<file path="src/rtl/two_class_min_key_selector_top_macros.svh">
// ----------------------------------------------------------------------------
// Assertion macros for the two-class min-key selector
// Clocked on clk, quiet while rst_n is low.
// ----------------------------------------------------------------------------
`ifndef TWO_CLASS_MIN_KEY_SELECTOR_TOP_MACROS_SVH
`define TWO_CLASS_MIN_KEY_SELECTOR_TOP_MACROS_SVH

// Condition that must hold at every edge.
`define TCMKS_ASSERT_ALWAYS(lbl, cond, msg) \
    lbl: assert property (@(posedge clk) disable iff (!rst_n) (cond)) else $error(msg);

// Consequent that must hold in the same cycle as the antecedent.
`define TCMKS_ASSERT_IMPLY(lbl, ante, cons, msg) \
    lbl: assert property (@(posedge clk) disable iff (!rst_n) (ante) |-> (cons)) \
        else $error(msg);

`endif

</file>
<file path="src/rtl/tcmks_pkg.sv">
// ----------------------------------------------------------------------------
// tcmks_pkg
// Shared sizes, codes, payload types and helper functions of the selector.
// ----------------------------------------------------------------------------
package tcmks_pkg;

    localparam int TABLE_DEPTH = 128;
    localparam int IDX_W       = $clog2(TABLE_DEPTH);
    localparam int CNT_W       = $clog2(TABLE_DEPTH + 1);
    localparam int ID_W        = 10;
    localparam int KEY_W       = 10;
    localparam int SVC_W       = 10;
    localparam int CFG_IDX_W   = 1;
    localparam int CFG_DATA_W  = 10;

    localparam logic [KEY_W-1:0] KEY_LIMIT = KEY_W'(1000);

    // floor(x / 3) = (x * 683) >> 11 for any 10-bit x
    localparam int DIV3_MUL   = 683;
    localparam int DIV3_SHIFT = 11;

    // operation codes
    localparam logic [1:0] OP_ADD    = 2'd0;
    localparam logic [1:0] OP_FINISH = 2'd1;
    localparam logic [1:0] OP_QUERY  = 2'd2;

    // classes handed from front to back
    localparam logic [1:0] CLS_ADD    = 2'd0;
    localparam logic [1:0] CLS_FINISH = 2'd1;
    localparam logic [1:0] CLS_QUERY  = 2'd2;

    // key select modes
    localparam logic [1:0] MODE_PRIORITY = 2'd0;
    localparam logic [1:0] MODE_SERVICE  = 2'd1;
    localparam logic [1:0] MODE_ID       = 2'd2;
    localparam logic [1:0] MODE_DEADLINE = 2'd3;

    // speed classes
    localparam logic [1:0] KIND_NORMAL  = 2'd0;
    localparam logic [1:0] KIND_FISHING = 2'd1;
    localparam logic [1:0] KIND_PATROL  = 2'd2;

    // sides
    localparam logic [1:0] SIDE_LEFT  = 2'd0;
    localparam logic [1:0] SIDE_RIGHT = 2'd1;

    // configuration register indexes
    localparam logic [CFG_IDX_W-1:0] CFG_SELECT_MODE   = 1'd0;
    localparam logic [CFG_IDX_W-1:0] CFG_CHANNEL_WIDTH = 1'd1;

    typedef struct packed {
        logic [1:0]      operation;
        logic [ID_W-1:0] job_id;
        logic [1:0]      job_kind;
        logic [1:0]      job_side;
        logic [KEY_W-1:0] job_priority;
        logic [KEY_W-1:0] job_deadline;
    } in_item_t;

    typedef struct packed {
        logic            accepted;
        logic            left_valid;
        logic [ID_W-1:0] left_id;
        logic            right_valid;
        logic [ID_W-1:0] right_id;
    } out_item_t;

    typedef struct packed {
        logic [ID_W-1:0]  id;
        logic [1:0]       side;
        logic [KEY_W-1:0] priority_key;
        logic [KEY_W-1:0] deadline;
        logic [SVC_W-1:0] service;
        logic             done;
    } entry_t;

    typedef struct packed {
        logic [1:0]       cls;
        logic [ID_W-1:0]  id;
        logic [1:0]       side;
        logic [KEY_W-1:0] priority_key;
        logic [KEY_W-1:0] deadline;
        logic [SVC_W-1:0] service;
    } work_t;

    function automatic logic [SVC_W-1:0] service_time(input logic [SVC_W-1:0] width,
                                                      input logic [1:0] kind);
        logic [2*SVC_W-1:0] prod;
        begin
            prod = {{SVC_W{1'b0}}, width} * (2*SVC_W)'(DIV3_MUL);
            case (kind)
                KIND_FISHING: service_time = width >> 1;
                KIND_PATROL:  service_time = SVC_W'(prod >> DIV3_SHIFT);
                default:      service_time = width;
            endcase
        end
    endfunction

    function automatic logic [KEY_W-1:0] key_of(input entry_t e, input logic [1:0] mode);
        begin
            case (mode)
                MODE_PRIORITY: key_of = e.priority_key;
                MODE_SERVICE:  key_of = e.service;
                MODE_ID:       key_of = e.id;
                MODE_DEADLINE: key_of = e.deadline;
                default:       key_of = e.deadline;
            endcase
        end
    endfunction

endpackage

</file>
<file path="src/rtl/tcmks_front.sv">
// ----------------------------------------------------------------------------
// tcmks_front
// Accepts input beats, classifies the operation, works out the service time
// and holds the classified work in a two-entry queue for the back end.
// ----------------------------------------------------------------------------
module tcmks_front
    import tcmks_pkg::*;
(
    input  logic             clk,
    input  logic             rst_n,
    input  logic             push,
    output logic             full,
    input  in_item_t         item,
    input  logic [SVC_W-1:0] channel_width,
    input  logic             take,
    output logic             work_valid,
    output work_t            work
);

    work_t      q_mem [2];
    logic       wr_ptr_reg;
    logic       wr_ptr_next;
    logic       rd_ptr_reg;
    logic       rd_ptr_next;
    logic [1:0] fill_reg;
    logic [1:0] fill_next;
    logic       push_ok;
    logic       pop_ok;
    work_t      classified;

    always_comb
    begin
        case (item.operation)
            OP_ADD:    classified.cls = CLS_ADD;
            OP_FINISH: classified.cls = CLS_FINISH;
            default:   classified.cls = CLS_QUERY;
        endcase
        classified.id           = item.job_id;
        classified.side         = item.job_side;
        classified.priority_key = item.job_priority;
        classified.deadline     = item.job_deadline;
        classified.service      = service_time(channel_width, item.job_kind);
    end

    assign full       = (fill_reg == 2'd2);
    assign work_valid = (fill_reg != 2'd0);
    assign work       = q_mem[rd_ptr_reg];
    assign push_ok    = push && !full;
    assign pop_ok     = take && work_valid;

    always_comb
    begin
        wr_ptr_next = push_ok ? ~wr_ptr_reg : wr_ptr_reg;
        rd_ptr_next = pop_ok ? ~rd_ptr_reg : rd_ptr_reg;
        fill_next   = fill_reg;
        if (push_ok && !pop_ok)
        begin
            fill_next = fill_reg + 2'd1;
        end
        else if (pop_ok && !push_ok)
        begin
            fill_next = fill_reg - 2'd1;
        end
    end

    always_ff @(posedge clk or negedge rst_n)
    begin
        if (!rst_n)
        begin
            wr_ptr_reg <= 1'b0;
            rd_ptr_reg <= 1'b0;
            fill_reg   <= 2'd0;
        end
        else
        begin
            wr_ptr_reg <= wr_ptr_next;
            rd_ptr_reg <= rd_ptr_next;
            fill_reg   <= fill_next;
        end
    end

    always_ff @(posedge clk)
    begin
        if (push_ok)
        begin
            q_mem[wr_ptr_reg] <= classified;
        end
    end

endmodule

</file>
<file path="config.mk">
export PLATFORM = sky130hd
export DESIGN_NAME = tcmks_front
export DESIGN_NICKNAME = d
export VERILOG_FILES = /design/src/rtl/two_class_min_key_selector_top_macros.svh /design/src/rtl/tcmks_pkg.sv /design/src/rtl/tcmks_front.sv
export SDC_FILE = /design/constraint.sdc
export NUM_CORES = 1
export LEC_CHECK = 0
export BUFFER_PORTS_ARGS = -buffer_cell sky130_fd_sc_hd__buf_2
export CORE_AREA = 8 8 157 85
export CTS_BUF_LIST = sky130_fd_sc_hd__clkbuf_16
export CTS_CLUSTER_SIZE = 25
export DETAILED_ROUTE_END_ITERATION = 8
export DIE_AREA = 0 0 165 93
export GPL_TIMING_DRIVEN = 0
export PLACE_DENSITY = 0.83
export SLEW_MARGIN = 20
export SYNTH_ARGS = -nofsm -noshare
export SYNTH_HDL_FRONTEND = slang
export SYNTH_SLANG_ARGS = --single-unit
</file>
<file path="constraint.sdc">
create_clock -name clk -period 5.55 [get_ports clk]
set_clock_uncertainty 0.15 [all_clocks]
set_input_delay 1.11 -clock clk [delete_from_list [all_inputs] [get_ports clk]]
set_output_delay 1.11 -clock clk [all_outputs]
set_load 0.02 [all_outputs]
</file>
==> impl_metrics.env, run 1 <==
export IMPL_status="finished, final reports clean"
export IMPL_fin_crit_ps=5310
export IMPL_pin_count=96
export IMPL_switching_share_pct=39.8
export IMPL_p_leak_nw=2.77
export IMPL_hpwl_mm=9.85
export IMPL_cp_end_kind="register"
export IMPL_ys_warn_count=0
export IMPL_place_ws_ps=-253
export IMPL_synth_cell_types=43
export IMPL_ys_seq_elements=92
export IMPL_worstSetupPathType="primary input to register"
export IMPL_cts_buffers=9
export IMPL_arrival_ps=5220
export IMPL_track_usage_pct=16.1
export IMPL_cts_hold_buf=0
export IMPL_fin_crit_sh_pct=95.8
export IMPL_worstSetupStartpointType="primary input"
export IMPL_clk_path_buf_depth=2
export IMPL_gp_congestion=0.898
export IMPL_clk_pin_slew_ps=70
export IMPL_ant_nets=0
export IMPL_cap_violations=0
export IMPL_io_buffers=95
export IMPL_postSynthAreaPerCell_sq_um=13.9
export IMPL_fp_dieH_microns=93
export IMPL_slew_violations=0
export IMPL_first_pass_iters=4
export IMPL_die_w_microns=165
export IMPL_antenna_found_initial=0
export IMPL_path_cells="buf_2 > ha_1 > inv_1 > fa_1 > fa_1 > inv_1 > fa_1 > ha_1 > ha_1 > nand2_1 > a2111oi_4 > a21oi_1 > a21boi_0 > xnor2_1 > o221ai_1"
export IMPL_crit_required_ps=5450
export IMPL_synth_edf_count=88
export IMPL_fin_util_pct=57.4
export IMPL_dpl_cell_area_sq_um=6170
export IMPL_fin_ws_ps=235
export IMPL_tns_ps=0
export IMPL_async_flop_share_pct=4.35
export IMPL_synth_nets=524
export IMPL_yosys_most_used_dff="edfxtp_1"
export IMPL_slowest_delay_ps=520
export IMPL_largest_reg_flops=88
export IMPL_nets=635
export IMPL_cts_max_level=3
export IMPL_peakVddDrop_mv=0.237
export IMPL_diodes=0
export IMPL_seq_area_frac_synth_pct=50.6
export IMPL_drc=0
export IMPL_hold_viol=0
export IMPL_avgRoutedWirePerCell_microns=18.5
export IMPL_slowest_stage="fa_1"
export IMPL_fmax_mhz=188
export IMPL_core_sq_um=11300
export IMPL_initial_utilization_pct=47.9
export IMPL_hold_path_class="register to register"
export IMPL_r2r_slack_ps=3630
export IMPL_fillCellCount=912
export IMPL_grt_max_degree=26
export IMPL_drt_iter0_drc=194
export IMPL_cp_max_fo=7
export IMPL_rsz0062_at_grt="false"
export IMPL_clkPwrFrac_pct=17.8
export IMPL_design_area_sq_um=6490
export IMPL_cts_sinks=92
export IMPL_grt_pass1_wl_mm=18.9
export IMPL_relSlewSlack_pct=54.3
export IMPL_worstMarginPinSlew_ps=685
export IMPL_area_delta_synth_final_pct=19.8
export IMPL_finalSetupViolCount=0
export IMPL_cell_internal_pwr_mw=1.98
export IMPL_dieArea_sq_um=15300
export IMPL_pwr_share_comb_pct=51.4
export IMPL_overflow=0
export IMPL_netlist_area_sq_um=5420
export IMPL_drive_above_1_share_pct=34.5
export IMPL_p_seq_share_pct=30.7
export IMPL_syn_inst=389
export IMPL_powerDensity_nw_per_um2=506
export IMPL_vias=3426
export IMPL_first_global_vias=3526
export IMPL_holdWs_ps=343
export IMPL_root_buffer="clkbuf_16"
export IMPL_rows=28
export IMPL_routed_wl_mm=12.1
export IMPL_switchingPower_mw=1.31
export IMPL_vias_per_cell=5.23
export IMPL_clock_latency_ps=330
export IMPL_cts_tree="done"
==> power by group through the flow <==
| stage | Clock (mW) | Sequential (mW) | Combinational (mW) |
|---|---|---|---|
| 2_1_floorplan | 0 | 1.02 | 1.15 |
| 3_3_place_gp | 0 | 1.03 | 1.55 |
| 3_5_place_dp | 0 | 1.03 | 1.64 |
| 4_1_cts | 0.603 | 1.01 | 1.66 |
| 5_1_grt | 0.636 | 1.02 | 1.84 |
| 6_report | 0.586 | 1.01 | 1.69 |
==> cells by family after synthesis <==
group	Yosys count	share of synthesized area (%)
adders and majority gates	85	22.7
AOI/OAI and AO/OA	46	6.44
and+or+nand+nor	51	4.73
muxes	44	9.15
buffers and inverters	58	4.27
DFF	92	50.6
xor gates and xnor gates	13	2.10
==> layout make-up <==
cell class	instances	area [sq um]	area share [%]
buffer	9	47.5	0.733
timing repair buffer	100	573	8.83
tap	150	188	2.89
sequential	92	2740	42.3
clock buffer	9	225	3.47
clock inverter	7	66.3	1.02
multi-input combinational	239	2460	38.0
inverter	49	184	2.83
==> final timing paths <==
check | start | end | cells after the start
max | channel_width[1] | q_mem[0][4]$_DFFE_PP_ | 15
min | fill_reg[1]$_DFFE_PN0P_ | fill_reg[1]$_DFFE_PN0P_ | 1
max reg2reg | fill_reg[0]$_DFFE_PN0P_ | q_mem[1][18]$_DFFE_PP_ | 3
min reg2reg | fill_reg[1]$_DFFE_PN0P_ | fill_reg[1]$_DFFE_PN0P_ | 1
max in group asynchronous | rst_n | rd_ptr_reg$_DFFE_PN0P_ | 1
min in group asynchronous | rst_n | wr_ptr_reg$_DFFE_PN0P_ | 1
==> cells in the final DEF, fill, tap and decap left out, types with 2 or more instances in the layout <==
master | netlist | layout
xor2_1 | 2 | 2
buf_4 | 1 | 3
nor2_1 | 8 | 7
or2_2 | 2 | 2
nand2_2 | 2 | 2
fa_1 | 22 | 22
a31oi_1 | 3 | 3
a32oi_1 | 2 | 2
a21oi_1 | 13 | 13
o21ai_0 | 5 | 4
clkbuf_1 | 7 | 7
dfrtp_1 | 4 | 4
a21o_1 | 2 | 2
buf_16 | 0 | 3
xnor2_1 | 11 | 11
inv_8 | 0 | 3
nand2_1 | 19 | 19
mux2_2 | 44 | 44
a21boi_0 | 2 | 2
inv_1 | 49 | 49
and3_1 | 3 | 2
and4_1 | 2 | 2
clkbuf_16 | 0 | 9
nand3_1 | 6 | 6
o221ai_1 | 6 | 6
edfxtp_1 | 88 | 88
clkinvlp_4 | 0 | 2
inv_6 | 0 | 2
o211ai_1 | 3 | 3
nand2b_1 | 2 | 2
buf_2 | 0 | 95
ha_1 | 63 | 63
and3_2 | 1 | 2
==> through the flow <==
stage                     total power, mW  instances
after global placement               2.57        634
after global routing                 3.50        655
after floorplan                      2.16        389
final                                3.28        655
after detailed placement             2.67        637
after CTS                            3.27        653
==> worst max-delay path, delay by kind of cell <==
family                   cells  cell delay [ps]
AO/OA/AOI/OAI                4              970
AND/OR/NAND/NOR              1              140
XOR/XNOR                     1              150
buffers and inverters        3              280
adder cells (fa/ha/maj)      6             2540
==> layer usage <==
| metal | global-route usage (%) | up-vias | wire (microns) |
|---|---|---|---|
| met2 | 23.8 | 121 | 5360 |
| met3 | 6.14 | 5 | 1090 |
| met1 | 22.3 | 1653 | 5620 |
| met4 | 3.13 | 0 | 55 |
| met5 | 0 | - | 0 |
| li1 | - | 1647 | - |
==> Yosys cell counts (2+ instances only) <==
master,count,area share [%]
o221ai_1,6,0.97
fa_1,22,8.1
dfrtp_1,4,1.8
o21ai_0,5,0.46
ha_1,63,15
clkbuf_1,7,0.49
inv_1,49,3.4
a21boi_0,2,0.28
nand3_1,6,0.55
xnor2_1,11,1.8
mux2_2,44,9.1
a32oi_1,2,0.32
nand2b_1,2,0.23
nand2_1,19,1.3
a221oi_2,2,0.55
and3_1,3,0.35
xor2_1,2,0.32
a31oi_1,3,0.35
a21oi_1,13,1.2
or2_2,2,0.23
a21o_1,2,0.28
o211ai_1,3,0.42
nor2_1,8,0.55
and4_1,2,0.32
nand2_2,2,0.23
edfxtp_1,88,49
==> what timing repair did <==
item	4_1_cts	5_1_grt
setup buffers	0	2
setup endpoints to repair	0	16
resized for setup	0	2
Note: power is estimated with default switching activity, not from simulation.
==> run 2: changes to the inputs <==
--- a/config.mk
+++ b/config.mk
@@ -12,7 +12,7 @@
 export DETAILED_ROUTE_END_ITERATION = 8
 export DIE_AREA = 0 0 165 93
 export GPL_TIMING_DRIVEN = 0
-export PLACE_DENSITY = 0.83
+export PLACE_DENSITY_LB_ADDON = 0.12
 export SLEW_MARGIN = 20
 export SYNTH_ARGS = -nofsm -noshare
 export SYNTH_HDL_FRONTEND = slang
==> run 2 against run 1 <==
  * Clock power rose by 17%
  * Total power rose by 1.9%
  * Global-route usage fell by 0.67 points
  * Cell area rose by 0.25%
  * Largest power group unchanged
  * Sequential share of layout area fell by 0.11 points
  * First-iteration DRC count fell by 13%
  * Die area did not move
  * Highest routed layer is now met5
  * Combinational power fell by 2%
  * Worst hold slack improved by 25 ps
==> impl_metrics.env, run 2 (synthesis gave the netlist of run 1 again) <==
export IMPL_diodes=0
export IMPL_rows=28
export IMPL_crit_required_ps=5450
export IMPL_avgRoutedWirePerCell_microns=17.6
export IMPL_place_inst=636
export IMPL_initial_utilization_pct=47.9
export IMPL_grt_max_degree=31
export IMPL_drt_iter0_drc=168
export IMPL_clock_latency_ps=330
export IMPL_grt_pass1_wl_mm=18.0
export IMPL_gp_congestion=0.841
export IMPL_grt_util_met1_pct=22.6
export IMPL_p_leak_nw=2.79
export IMPL_cp_end_kind="register"
export IMPL_vias_per_cell=5.14
export IMPL_place_ws_ps=-395
export IMPL_clk_path_buf_depth=2
export IMPL_dieArea_sq_um=15300
export IMPL_first_pass_iters=5
export IMPL_cts_max_level=3
export IMPL_antenna_found_initial=1
export IMPL_hold_viol=0
export IMPL_worstMarginPinSlew_ps=673
export IMPL_overflow=0
export IMPL_cts_buffers=9
export IMPL_drive_above_1_share_pct=34.5
export IMPL_drc=0
export IMPL_core_sq_um=11300
export IMPL_powerDensity_nw_per_um2=514
export IMPL_slowest_delay_ps=520
export IMPL_cp_max_fo=6
export IMPL_relSlewSlack_pct=55.0
export IMPL_cap_violations=0
export IMPL_p_total_mw=3.35
export IMPL_fmax_mhz=186
export IMPL_root_buffer="clkbuf_16"
export IMPL_track_usage_pct=15.4
export IMPL_fillCellCount=907
export IMPL_cts_sinks=92
export IMPL_path_cells="buf_2 > ha_1 > inv_1 > fa_1 > fa_1 > inv_1 > fa_1 > ha_1 > ha_1 > nand4_2 > a2111oi_4 > buf_4 > a21oi_1 > a21boi_0 > xnor2_1 > o221ai_1"
export IMPL_slew_violations=0
export IMPL_stdcell_count=654
export IMPL_largest_reg_flops=88
export IMPL_routed_wl_mm=11.5
export IMPL_grt_busiest_layer="met1"
export IMPL_worstSetupPathType="primary input to register"
export IMPL_gr_usage_met2_pct=21.0
export IMPL_io_buffers=95
export IMPL_hold_path_class="register to register"
export IMPL_layout_cells_most_common="buf_2"
export IMPL_status="finished, final reports clean"
export IMPL_arrival_ps=5260
export IMPL_fin_ws_ps=184
export IMPL_finalSetupViolCount=0
export IMPL_cts_tree="done"
export IMPL_multi_input_area_sq_um=2470
export IMPL_grtUsageMet3_pct=6.18
export IMPL_first_global_vias=3417
export IMPL_slowest_stage="fa_1"
export IMPL_area_sequential_sq_um=2740
export IMPL_fin_crit_ps=5370
export IMPL_fp_dieH_microns=93
export IMPL_fin_crit_sh_pct=96.7
export IMPL_vias=3364
export IMPL_area_delta_synth_final_pct=20.1
export IMPL_worstSetupStartpointType="primary input"
export IMPL_nets=634
export IMPL_holdWs_ps=368
export IMPL_die_w_microns=165
export IMPL_most_common_layout_cells="95 x buf_2, 88 x edfxtp_1, 63 x ha_1"
export IMPL_rsz0062_at_grt="false"
export IMPL_ant_nets=0
export IMPL_clk_pin_slew_ps=60
export IMPL_pin_count=96
export IMPL_peakVddDrop_mv=0.281
export IMPL_hpwl_mm=9.27
==> run 2: timing repair <==
item | CTS | global route
pin swaps | 1 | 2
endpoints found under the setup margin | 2 | 8
buffers inserted | 1 | 1
resized for setup | 0 | 3
hold buffers | 0 | 0
==> run 2: worst max-delay path, delay by kind of cell <==
family | cells | cell delay [ps]
AND/OR/NAND/NOR | 1 | 150
buffers and inverters | 4 | 500
adder cells (fa/ha/maj) | 6 | 2520
AO/OA/AOI/OAI | 4 | 760
XOR/XNOR | 1 | 220
==> run 2: through the flow <==
stage	TNS (ps)	utilization (%)	area (sq um)
floorplan	0	-	5420
global placement	-4110	53.7	6080
detailed placement	-3860	54.2	6130
CTS	0	57.3	6480
global route	0	57.5	6510
finish	0	57.5	6510
==> run 2: area by class of cell <==
cell class              instances  share of cell area (%)
flip-flops and latches         92                    42.2
multi-input cells             239                    37.9
repair buffers                 99                    8.15
clock buffers                   9                    3.46
well taps                     150                    2.88
inverters                      49                    2.83
clock inverters                 7                    1.87
plain buffers                   9                   0.731
==> run 2: worst paths after layout <==
| check | startpoint | slack, ps | cells past startpoint | endpoint |
|---|---|---|---|---|
| worst min register to register | fill_reg[1]$_DFFE_PN0P_ | 370 | 1 | fill_reg[1]$_DFFE_PN0P_ |
| max in group asynchronous | rst_n | 4710 | 1 | wr_ptr_reg$_DFFE_PN0P_ |
| worst min-delay path | fill_reg[1]$_DFFE_PN0P_ | 370 | 1 | fill_reg[1]$_DFFE_PN0P_ |
| worst max register to register | fill_reg[0]$_DFFE_PN0P_ | 3510 | 4 | q_mem[0][34]$_DFFE_PP_ |
| worst max-delay path | channel_width[4] | 180 | 16 | q_mem[0][4]$_DFFE_PP_ |
| min in group asynchronous | rst_n | 420 | 1 | rd_ptr_reg$_DFFE_PN0P_ |
==> run 2: power by group <==
part           internal (mW)  switching [mW]  total, mW
clock network          0.443           0.241      0.685
logic                  0.662           0.992       1.65
registers              0.966          0.0424       1.01
==> run 2: per-layer routing <==
metal	vias to the layer above	wire length, microns
met5	-	10
met1	1593	5610
li1	1653	-
met3	8	1230
met4	2	43
met2	108	4610
